===== src/rtl/atbs_pkg.sv =====
// Package for the adaptive tick bucket series block.
// Holds sizes, request codes and the item types shared by the modules.
package atbs_pkg;

    localparam int ENTRIES = 32;
    localparam int IDX_W = $clog2(ENTRIES);
    localparam int CNT_W = $clog2(ENTRIES + 1);
    localparam int RES_W = 34;
    localparam int QDEPTH = 2;

    typedef enum logic [1:0] {
        REQ_ADD   = 2'd0,
        REQ_READ  = 2'd1,
        REQ_CLEAR = 2'd2,
        REQ_NONE  = 2'd3
    } req_t;

    typedef struct packed {
        req_t        req;
        logic [31:0] off;
        logic [31:0] ticks;
        logic [4:0]  idx;
    } cmd_t;

    typedef struct packed {
        logic [31:0]      off;
        logic [31:0]      ticks;
        logic             valid;
        logic [5:0]       count;
        logic [RES_W-1:0] res;
        logic             coarse;
    } rsp_t;

    typedef enum logic [3:0] {
        ST_IDLE,
        ST_SNAP,
        ST_LAST,
        ST_LASTCHK,
        ST_MRD,
        ST_MRD2,
        ST_MWR,
        ST_CRD,
        ST_CSNAP,
        ST_CPREV,
        ST_CWR,
        ST_APPEND,
        ST_READ,
        ST_DONE
    } state_t;

endpackage


===== src/rtl/atbs_front.sv =====
// Front part: accepts items and queues them for the engine.
// Depends on atbs_pkg.
module atbs_front
(
    input  logic                clk,
    input  logic                rst_n,
    input  logic                push,
    output logic                full,
    input  logic [1:0]          req_type,
    input  logic [31:0]         offset_time,
    input  logic [31:0]         tick_amount,
    input  logic [4:0]          read_index,
    output logic                cmd_valid,
    output atbs_pkg::cmd_t      cmd,
    input  logic                cmd_take
);
    atbs_pkg::cmd_t q_reg [atbs_pkg::QDEPTH];
    logic           wp_reg, wp_next, rp_reg, rp_next;
    logic [1:0]     n_reg, n_next;
    logic           wr;

    assign full = (n_reg == 2'(atbs_pkg::QDEPTH));
    assign wr = push && !full;
    assign cmd_valid = (n_reg != 2'd0);
    assign cmd = q_reg[rp_reg];

    always_comb
    begin
        wp_next = wr ? ~wp_reg : wp_reg;
        rp_next = cmd_take ? ~rp_reg : rp_reg;
        n_next = n_reg + 2'(wr) - 2'(cmd_take);
    end

    always_ff @(posedge clk or negedge rst_n)
    begin
        if (!rst_n)
        begin
            wp_reg <= 1'b0;
            rp_reg <= 1'b0;
            n_reg <= 2'd0;
        end
        else
        begin
            wp_reg <= wp_next;
            rp_reg <= rp_next;
            n_reg <= n_next;
        end
    end

    always_ff @(posedge clk)
    begin
        if (wr)
        begin
            q_reg[wp_reg] <= {atbs_pkg::req_t'(req_type), offset_time, tick_amount,
                              read_index};
        end
    end
endmodule


===== src/rtl/atbs_divider.sv =====
// Iterative restoring divider computing the snapped offset floor(a/b)*b.
// Depends on atbs_pkg; one quotient bit per cycle, then a multiply into the registered result.
module atbs_divider
(
    input  logic                        clk,
    input  logic                        rst_n,
    input  logic                        start,
    input  logic [31:0]                 a,
    input  logic [atbs_pkg::RES_W-1:0]  b,
    output logic                        done,
    output logic [31:0]                 snapped
);
    logic [31:0]                q_reg, q_next;
    logic [atbs_pkg::RES_W:0]   r_reg, r_next;
    logic [atbs_pkg::RES_W-1:0] b_reg, b_next;
    logic [5:0]                 cnt_reg, cnt_next;
    logic                       busy_reg, busy_next, mul_reg, mul_next;
    logic [31:0]                s_reg, s_next;
    logic [atbs_pkg::RES_W:0]   sh;
    logic [65:0]                prod;

    assign done = mul_reg;
    assign snapped = s_reg;

    always_comb
    begin
        q_next = q_reg;
        r_next = r_reg;
        b_next = b_reg;
        cnt_next = cnt_reg;
        busy_next = busy_reg;
        mul_next = 1'b0;
        s_next = s_reg;
        sh = {r_reg[atbs_pkg::RES_W-1:0], q_reg[31]};
        prod = {34'd0, q_reg} * {32'd0, b_reg};
        if (start)
        begin
            q_next = a;
            r_next = '0;
            b_next = b;
            cnt_next = 6'd32;
            busy_next = 1'b1;
        end
        else if (busy_reg)
        begin
            if (cnt_reg == 6'd0)
            begin
                busy_next = 1'b0;
                mul_next = 1'b1;
                s_next = prod[31:0];
            end
            else
            begin
                if (sh >= {1'b0, b_reg})
                begin
                    r_next = sh - {1'b0, b_reg};
                    q_next = {q_reg[30:0], 1'b1};
                end
                else
                begin
                    r_next = sh;
                    q_next = {q_reg[30:0], 1'b0};
                end
                cnt_next = cnt_reg - 6'd1;
            end
        end
    end

    always_ff @(posedge clk or negedge rst_n)
    begin
        if (!rst_n)
        begin
            busy_reg <= 1'b0;
            mul_reg <= 1'b0;
            cnt_reg <= 6'd0;
        end
        else
        begin
            busy_reg <= busy_next;
            mul_reg <= mul_next;
            cnt_reg <= cnt_next;
        end
    end

    always_ff @(posedge clk)
    begin
        q_reg <= q_next;
        r_reg <= r_next;
        b_reg <= b_next;
        s_reg <= s_next;
    end
endmodule


===== src/rtl/atbs_engine.sv =====
// Back part: bucket table, coarsening sequencer and result queue.
// Depends on atbs_pkg and atbs_divider.
module atbs_engine
(
    input  logic                clk,
    input  logic                rst_n,
    input  logic [31:0]         start_res,
    input  logic                cmd_valid,
    input  atbs_pkg::cmd_t      cmd,
    output logic                cmd_take,
    output logic                rsp_valid,
    output atbs_pkg::rsp_t      rsp,
    input  logic                rsp_take
);
    localparam int IW = atbs_pkg::IDX_W;
    localparam int CW = atbs_pkg::CNT_W;
    localparam int RW = atbs_pkg::RES_W;

    logic [31:0] offs_mem [atbs_pkg::ENTRIES];
    logic [31:0] tick_mem [atbs_pkg::ENTRIES];
    logic [31:0] rd_off_reg, rd_tick_reg;

    atbs_pkg::state_t state_reg, state_next;
    atbs_pkg::cmd_t   c_reg, c_next;
    logic [CW-1:0]    cnt_reg, cnt_next, src_reg, src_next, dst_reg, dst_next;
    logic [RW-1:0]    res_reg, res_next;
    logic             coarse_reg, coarse_next, retry_reg, retry_next;
    logic [31:0]      b_reg, b_next, acc_off_reg, acc_off_next;
    logic [31:0]      acc_t_reg, acc_t_next;
    atbs_pkg::rsp_t   out_reg, out_next;
    logic             ov_reg, ov_next;

    logic             rd_en, wr_en;
    logic [IW-1:0]    rd_addr, wr_addr;
    logic [31:0]      wr_off, wr_tick;
    logic             div_start, div_done;
    logic [31:0]      div_a, div_snap;
    logic [RW:0]      res2;
    logic             hit;

    atbs_divider u_div
    (
        .clk     (clk),
        .rst_n   (rst_n),
        .start   (div_start),
        .a       (div_a),
        .b       (res_reg),
        .done    (div_done),
        .snapped (div_snap)
    );

    assign rsp_valid = ov_reg;
    assign rsp = out_reg;
    assign res2 = {res_reg, 1'b0};
    assign hit = (c_reg.req == atbs_pkg::REQ_READ) && (6'(c_reg.idx) < 6'(cnt_reg));

    always_ff @(posedge clk)
    begin
        if (wr_en)
        begin
            offs_mem[wr_addr] <= wr_off;
            tick_mem[wr_addr] <= wr_tick;
        end
        if (rd_en)
        begin
            rd_off_reg <= offs_mem[rd_addr];
            rd_tick_reg <= tick_mem[rd_addr];
        end
    end

    always_comb
    begin
        state_next = state_reg;
        unique case (state_reg)
            atbs_pkg::ST_IDLE:
                if (cmd_valid)
                begin
                    state_next = atbs_pkg::ST_DONE;
                    if (cmd.req == atbs_pkg::REQ_ADD && cmd.ticks != 32'd0 && res_reg != '0)
                        state_next = atbs_pkg::ST_SNAP;
                    else if (cmd.req == atbs_pkg::REQ_READ && 6'(cmd.idx) < 6'(cnt_reg))
                        state_next = atbs_pkg::ST_READ;
                end
            atbs_pkg::ST_SNAP:
                if (div_done)
                    state_next = atbs_pkg::ST_LAST;
            atbs_pkg::ST_LAST:
                state_next = atbs_pkg::ST_LASTCHK;
            atbs_pkg::ST_LASTCHK:
                if (cnt_reg != '0 && rd_off_reg == b_reg)
                    state_next = atbs_pkg::ST_DONE;
                else if (cnt_reg >= CW'(atbs_pkg::ENTRIES) && !retry_reg)
                    state_next = atbs_pkg::ST_MRD;
                else if (cnt_reg < CW'(atbs_pkg::ENTRIES))
                    state_next = atbs_pkg::ST_APPEND;
                else
                    state_next = atbs_pkg::ST_DONE;
            atbs_pkg::ST_MRD:
                state_next = (src_reg >= cnt_reg) ? atbs_pkg::ST_CRD : atbs_pkg::ST_MRD2;
            atbs_pkg::ST_MRD2:
                state_next = atbs_pkg::ST_MWR;
            atbs_pkg::ST_MWR:
                state_next = atbs_pkg::ST_MRD;
            atbs_pkg::ST_CRD:
                if (res_reg == '0)
                    state_next = atbs_pkg::ST_DONE;
                else if (src_reg >= cnt_reg)
                    state_next = atbs_pkg::ST_SNAP;
                else
                    state_next = atbs_pkg::ST_CSNAP;
            atbs_pkg::ST_CSNAP:
                if (div_done)
                    state_next = atbs_pkg::ST_CPREV;
            atbs_pkg::ST_CPREV:
                state_next = atbs_pkg::ST_CWR;
            atbs_pkg::ST_CWR:
                state_next = atbs_pkg::ST_CRD;
            atbs_pkg::ST_APPEND:
                state_next = atbs_pkg::ST_DONE;
            atbs_pkg::ST_READ:
                state_next = atbs_pkg::ST_DONE;
            atbs_pkg::ST_DONE:
                if (!ov_reg || rsp_take)
                    state_next = atbs_pkg::ST_IDLE;
            default:
                state_next = atbs_pkg::ST_IDLE;
        endcase
    end

    always_comb
    begin
        c_next = c_reg;
        cnt_next = cnt_reg;
        src_next = src_reg;
        dst_next = dst_reg;
        res_next = res_reg;
        coarse_next = coarse_reg;
        retry_next = retry_reg;
        b_next = b_reg;
        acc_off_next = acc_off_reg;
        acc_t_next = acc_t_reg;
        out_next = out_reg;
        ov_next = ov_reg && !rsp_take;
        cmd_take = 1'b0;
        rd_en = 1'b0;
        rd_addr = '0;
        wr_en = 1'b0;
        wr_addr = '0;
        wr_off = '0;
        wr_tick = '0;
        div_start = 1'b0;
        div_a = c_reg.off;
        unique case (state_reg)
            atbs_pkg::ST_IDLE:
                if (cmd_valid)
                begin
                    cmd_take = 1'b1;
                    c_next = cmd;
                    retry_next = 1'b0;
                    if (cmd.req == atbs_pkg::REQ_ADD && cmd.ticks != 32'd0 && res_reg != '0)
                    begin
                        div_start = 1'b1;
                        div_a = cmd.off;
                    end
                    else if (cmd.req == atbs_pkg::REQ_READ)
                    begin
                        rd_en = 1'b1;
                        rd_addr = cmd.idx[IW-1:0];
                    end
                    else if (cmd.req == atbs_pkg::REQ_CLEAR)
                    begin
                        cnt_next = '0;
                        res_next = RW'(start_res);
                        coarse_next = 1'b0;
                    end
                end
            atbs_pkg::ST_SNAP:
                if (div_done)
                begin
                    b_next = div_snap;
                    rd_en = 1'b1;
                    rd_addr = IW'(cnt_reg - CW'(1));
                end
            atbs_pkg::ST_LAST:
                ;
            atbs_pkg::ST_LASTCHK:
                if (cnt_reg != '0 && rd_off_reg == b_reg)
                begin
                    wr_en = 1'b1;
                    wr_addr = IW'(cnt_reg - CW'(1));
                    wr_off = b_reg;
                    wr_tick = rd_tick_reg + c_reg.ticks;
                end
                else if (cnt_reg >= CW'(atbs_pkg::ENTRIES) && !retry_reg)
                begin
                    src_next = '0;
                    dst_next = '0;
                    retry_next = 1'b1;
                end
            atbs_pkg::ST_MRD:
                if (src_reg >= cnt_reg)
                begin
                    cnt_next = dst_reg;
                    res_next = res2[RW-1:0];
                    coarse_next = 1'b1;
                    src_next = '0;
                    dst_next = '0;
                end
                else
                begin
                    rd_en = 1'b1;
                    rd_addr = src_reg[IW-1:0];
                end
            atbs_pkg::ST_MRD2:
            begin
                acc_off_next = rd_off_reg;
                acc_t_next = rd_tick_reg;
                if (src_reg + CW'(1) < cnt_reg)
                begin
                    rd_en = 1'b1;
                    rd_addr = IW'(src_reg + CW'(1));
                end
            end
            atbs_pkg::ST_MWR:
            begin
                wr_en = 1'b1;
                wr_addr = dst_reg[IW-1:0];
                wr_off = acc_off_reg;
                wr_tick = (src_reg + CW'(1) < cnt_reg) ? acc_t_reg + rd_tick_reg : acc_t_reg;
                dst_next = dst_reg + CW'(1);
                src_next = src_reg + CW'(2);
            end
            atbs_pkg::ST_CRD:
                if (res_reg != '0)
                begin
                    if (src_reg >= cnt_reg)
                    begin
                        cnt_next = dst_reg;
                        div_start = 1'b1;
                    end
                    else
                    begin
                        rd_en = 1'b1;
                        rd_addr = src_reg[IW-1:0];
                    end
                end
            atbs_pkg::ST_CSNAP:
                if (div_done)
                begin
                    b_next = div_snap;
                    rd_en = (dst_reg != '0);
                    rd_addr = IW'(dst_reg - CW'(1));
                end
            atbs_pkg::ST_CPREV:
                ;
            atbs_pkg::ST_CWR:
            begin
                wr_en = 1'b1;
                if (dst_reg != '0 && rd_off_reg == b_reg)
                begin
                    wr_addr = IW'(dst_reg - CW'(1));
                    wr_off = b_reg;
                    wr_tick = rd_tick_reg + acc_t_reg;
                end
                else
                begin
                    wr_addr = dst_reg[IW-1:0];
                    wr_off = b_reg;
                    wr_tick = acc_t_reg;
                    dst_next = dst_reg + CW'(1);
                end
                src_next = src_reg + CW'(1);
            end
            atbs_pkg::ST_APPEND:
            begin
                wr_en = 1'b1;
                wr_addr = cnt_reg[IW-1:0];
                wr_off = b_reg;
                wr_tick = c_reg.ticks;
                cnt_next = cnt_reg + CW'(1);
            end
            atbs_pkg::ST_READ:
                ;
            atbs_pkg::ST_DONE:
                if (!ov_reg || rsp_take)
                begin
                    ov_next = 1'b1;
                    out_next.off = hit ? rd_off_reg : 32'd0;
                    out_next.ticks = hit ? rd_tick_reg : 32'd0;
                    out_next.valid = hit;
                    out_next.count = 6'(cnt_reg);
                    out_next.res = res_reg;
                    out_next.coarse = coarse_reg;
                end
            default:
                ;
        endcase
        // The source entry's ticks arrive in the cycle after ST_CRD.
        if (state_reg == atbs_pkg::ST_CRD && res_reg != '0 && src_reg < cnt_reg)
            acc_off_next = 32'd1;
        if (state_reg == atbs_pkg::ST_CSNAP && acc_off_reg == 32'd1)
        begin
            div_start = 1'b1;
            div_a = rd_off_reg;
            acc_t_next = rd_tick_reg;
            acc_off_next = 32'd0;
        end
    end

    always_ff @(posedge clk or negedge rst_n)
    begin
        if (!rst_n)
        begin
            state_reg <= atbs_pkg::ST_IDLE;
            cnt_reg <= '0;
            res_reg <= '0;
            coarse_reg <= 1'b0;
            ov_reg <= 1'b0;
            acc_off_reg <= '0;
        end
        else
        begin
            state_reg <= state_next;
            cnt_reg <= cnt_next;
            res_reg <= res_next;
            coarse_reg <= coarse_next;
            ov_reg <= ov_next;
            acc_off_reg <= acc_off_next;
        end
    end

    always_ff @(posedge clk)
    begin
        c_reg <= c_next;
        src_reg <= src_next;
        dst_reg <= dst_next;
        retry_reg <= retry_next;
        b_reg <= b_next;
        acc_t_reg <= acc_t_next;
        out_reg <= out_next;
    end
endmodule


===== src/rtl/adaptive_tick_bucket_series.sv =====
// Top level of the adaptive tick bucket series block.
// Depends on atbs_pkg, atbs_front and atbs_engine.
//
// channel | direction | handshake        | fields
// input   | in        | push / full      | req_type offset_time tick_amount read_index
// result  | out       | empty / pop      | entry_offset entry_ticks entry_valid entry_count
//         |           |                  | resolution_now was_coarsened
// config  | in        | cfg_we           | cfg_wdata (start_resolution)
//
// A read, clear or ignored item needs no division; an add waits on the snap division.
// A coarsening pass walks the table twice, with one division per entry in the collapse walk.
// Reset clears counts, resolution and flags; the table needs no clearing.
// A full result register stalls the engine, and the front queue then holds up to two items.
module adaptive_tick_bucket_series
(
    input  logic        clk,
    input  logic        rst_n,
    input  logic        cfg_we,
    input  logic [31:0] cfg_wdata,
    input  logic        push,
    output logic        full,
    input  logic [1:0]  req_type,
    input  logic [31:0] offset_time,
    input  logic [31:0] tick_amount,
    input  logic [4:0]  read_index,
    output logic        empty,
    input  logic        pop,
    output logic [31:0] entry_offset,
    output logic [31:0] entry_ticks,
    output logic        entry_valid,
    output logic [5:0]  entry_count,
    output logic [33:0] resolution_now,
    output logic        was_coarsened
);
    logic [31:0]    start_res_reg;
    logic           cmd_valid, cmd_take, rsp_valid;
    atbs_pkg::cmd_t cmd;
    atbs_pkg::rsp_t rsp;

    always_ff @(posedge clk or negedge rst_n)
    begin
        if (!rst_n)
            start_res_reg <= '0;
        else if (cfg_we)
            start_res_reg <= cfg_wdata;
    end

    atbs_front u_front
    (
        .clk         (clk),
        .rst_n       (rst_n),
        .push        (push),
        .full        (full),
        .req_type    (req_type),
        .offset_time (offset_time),
        .tick_amount (tick_amount),
        .read_index  (read_index),
        .cmd_valid   (cmd_valid),
        .cmd         (cmd),
        .cmd_take    (cmd_take)
    );

    atbs_engine u_engine
    (
        .clk       (clk),
        .rst_n     (rst_n),
        .start_res (start_res_reg),
        .cmd_valid (cmd_valid),
        .cmd       (cmd),
        .cmd_take  (cmd_take),
        .rsp_valid (rsp_valid),
        .rsp       (rsp),
        .rsp_take  (pop && rsp_valid)
    );

    assign empty = !rsp_valid;
    assign entry_offset = rsp.off;
    assign entry_ticks = rsp.ticks;
    assign entry_valid = rsp.valid;
    assign entry_count = rsp.count;
    assign resolution_now = rsp.res;
    assign was_coarsened = rsp.coarse;
endmodule


===== config.mk =====
export PLATFORM = sky130hd
export DESIGN_NAME = adaptive_tick_bucket_series
export DESIGN_NICKNAME = d
export VERILOG_FILES = /design/src/rtl/atbs_pkg.sv /design/src/rtl/atbs_front.sv /design/src/rtl/atbs_divider.sv /design/src/rtl/atbs_engine.sv /design/src/rtl/adaptive_tick_bucket_series.sv
export SDC_FILE = /design/constraint.sdc
export NUM_CORES = 2
export LEC_CHECK = 0
export BUFFER_PORTS_ARGS = -buffer_cell sky130_fd_sc_hd__buf_4
export CAP_MARGIN = 40
export CORE_UTILIZATION = 61
export CTS_CLUSTER_DIAMETER = 40
export DETAILED_ROUTE_END_ITERATION = 7
export PLACE_DENSITY_LB_ADDON = 0.15
export SETUP_SLACK_MARGIN = 0.3
export SLEW_MARGIN = 10
export SYNTH_ARGS = -nofsm -noshare
export SYNTH_HDL_FRONTEND = slang
export SYNTH_SLANG_ARGS = --single-unit
export TNS_END_PERCENT = 10

===== constraint.sdc =====
create_clock -name clk -period 8.8 [get_ports clk]
set_clock_uncertainty 0.15 [all_clocks]
set_input_delay 1.32 -clock clk [delete_from_list [all_inputs] [get_ports clk]]
set_output_delay 1.32 -clock clk [all_outputs]
set_load 0.02 [all_outputs]

==> results.py <==
metrics = {
    "placement": {
        "gp_congestion": 0.937,
        "dp_hpwl_mm": 246,
        "io_buffers": 215,
    },
    "sta": {
        "setup-violations-final": 0,
        "final.setup.tns_ns": 0,
        "rsz0062_at_grt": "false",
        "hold_viol_final": 0,
        "finalCritPeriodShare": 0.883,
        "drv_slew": 0,
        "fmax_mhz": 129,
        "post-route-min-period_ns": 7.77,
        "max-slew-margin-rel": 0.218,
        "tightest_slew_ns": 1.17,
    },
    "routing": {
        "ant_nets": 0,
        "wl_mm": 400,
        "wl_per_cell_um": 29.7,
        "vias": 88100,
        "drt_first_pass_iters": 6,
        "vias_per_cell": 6.54,
        "drcViolationCount": 0,
        "drt_iter0_markers": 13200,
    },
    "critical_path": {
        "regToRegSetupSlack_ns": 1.03,
        "arrival_ns": 8.25,
        "crit_path_start_kind": "register",
        "r2r-start": "u_engine.u_div.q_reg[6]",
        "worstPathMaxFanout": 27,
        "crit_required_ns": 9.28,
        "worstSetupEndpointType": "register",
        "startpoint": "u_engine.u_div.q_reg[6]",
        "critPathKind": "reg2reg",
    },
    "logic_synthesis": {
        "yosys_warnings": 0,
        "synthAdderAreaFrac": 0.0882,
        "synth-compound-area-share": 0.0731,
        "synth_edf_count": 2606,
        "synth_simple_gate_area_share": 0.124,
        "synth_top_family_by_area": "simple AND/OR/NAND/NOR gates",
        "syn_nets": 10800,
        "synth_top_area_frac": 0.607,
        "synthMuxAreaShare": 0.0304,
        "synth_area_mm2": 0.129,
        "synth_top_area_cell": "edfxtp_1",
        "avgSynthCellArea_um2": 12.9,
        "postSynthCellCount": 10000,
        "ys_seq_area_frac": 0.636,
        "synthFlopType": "edfxtp_1",
        "ys_ff_latch": 2762,
        "synth_cell_types": 92,
        "async_flop_share": 0.0442,
        "synth-xor-area-share": 0.0146,
        "netlist_top_cells_area": "edfxtp_1 61%, fa_1 6.4%, nand2_1 5.9%",
    },
    "min_path": {
        "hp-class": "in2async",
    },
    "clock_tree": {
        "numCtsBuffers": 378,
        "cts-htree-levels": 5,
        "clkLatencyLatePin_ns": 0.97,
        "path_clk_slew_ns": 0.06,
        "ctsResizeCount": 0,
        "post-cts-setup-buffers": 0,
        "cts_hold_repair.buffers": 0,
        "max-clock-path-buffers": 4,
        "cts_tree": "done",
        "cts_root_buf": "clkbuf_16",
        "cts.sinks": 2762,
    },
    "global_routing": {
        "grt_pass1_vias": 85700,
        "antenna_found_initial": 20,
        "grt_max_degree": 121,
        "grt_pass1_wl_mm": 575,
        "globalRoute.totalOverflow": 0,
        "grt_usage": 0.373,
    },
    "layout": {
        "layout.nets": 11100,
        "final_cell_mix": "2606 x edfxtp_1, 2012 x nand2_1, 550 x nand3_1",
        "mostFrequentLayoutCell": "edfxtp_1",
        "layout-drive-gt1-share": 0.132,
        "area_growth_syn_to_layout_pct": 15.4,
    },
    "die": {
        "fp.dieH_um": 462,
        "fp.dieArea_mm2": 0.213,
        "num_rows": 168,
        "chipWidth_um": 462,
        "io_pins": 216,
        "start_util": 0.615,
        "core_mm2": 0.210,
    },
    "status": {
        "status": "finished, final reports clean",
    },
    "job": {
        "max_cap_viol_count": 0,
    },
}
## per-stage QoR
stage          setup slack (ns)  utilization  area [um^2]  std cells  hold WS (ns)
2_1_floorplan              1.52            -       129000      10000         0.250
3_3_place_gp              0.904        0.642       135000      12700         0.255
3_5_place_dp               1.11        0.648       136000      12800         0.255
4_1_cts                    1.08        0.709       149000      13400         0.200
5_1_grt                   0.664        0.709       149000      13500         0.244
6_report                   1.03        0.709       149000      13500         0.239
## cells by family after synthesis
family,count (synthesis)
simple gates,3563
xor+xnor,215
fa+ha+maj,663
flops,2762
mux,361
buf+inv,1066
compound gates,1374
## Yosys cell counts (18+ instances only)
cell type  count
o22ai_1       53
dfxtp_1       34
a221oi_1      47
buf_1         47
nor2b_1       27
a2111oi_0     28
buf_2        191
nand3_1      550
inv_1        485
buf_4         18
and4_1        18
fa_1         411
a21oi_1      319
nor4_1        41
xnor2_1      118
nand4_1       48
a311oi_1      63
nor3_1        31
nand2_1     2014
o211ai_1      36
a222oi_1      31
edfxtp_1    2606
nor2_1       254
and3_1       116
mux2_2       103
a32o_1        31
o21ai_0      187
xor2_1        97
mux2i_1      244
and2_1       366
a21o_1        59
dfrtp_1      122
nand2b_1      31
o21a_1        31
ha_1         252
a32oi_1       40
a211oi_1      38
clkbuf_1     319
a31oi_1      175
a22o_1        88
nor3b_1       19
## worst paths after layout
path,to,cells after the start
worst min-delay path,u_engine.cnt_reg[3],1
worst max-delay path,u_engine.u_div.snapped[31],22
max in group asynchronous,u_engine.res_reg[16],3
worst min register to register,u_engine.b_reg[11],0
worst max register to register,u_engine.u_div.snapped[31],22
min in group clk,u_engine.b_reg[11],0
## worst max-delay path, stage by stage, from the launching register on
cell       delay, ns
edfxtp_1        0.99
nand2_1         0.17
fa_1            0.52
fa_1            0.52
inv_1           0.05
fa_1            0.50
inv_1           0.05
fa_1            0.45
fa_1            0.52
inv_1           0.05
ha_1            0.29
fa_1            0.51
fa_1            0.42
ha_1            0.35
a21o_1          0.19
a21oi_1         0.32
o2111ai_1       0.18
a31o_2          0.31
a31o_2          0.25
a21oi_1         0.24
o21ai_0         0.16
o22ai_1         0.19
xnor2_1         0.10
## per-layer routing
metal	wire length (um)	track usage	vias to the layer above
met3	53300	0.0958	1061
met5	113	0	-
met1	151000	0.528	44000
li1	-	-	36900
met2	177000	0.555	6154
met4	17700	0.154	16
## cell type report
type                       instances  area (um^2)
antenna                           16         40.0
clock buffer                     419         9790
clock inverter                   259         2970
fill                           14000        61000
inverter                         486         1830
multi-input combinational       6176        43200
sequential                      2762        82000
tap                             2805         3510
timing repair buffer             544         5460
Power is left out: the tool's default activity adds up to more than one toggle a clock period on the data nets, which glitch-free logic cannot reach.
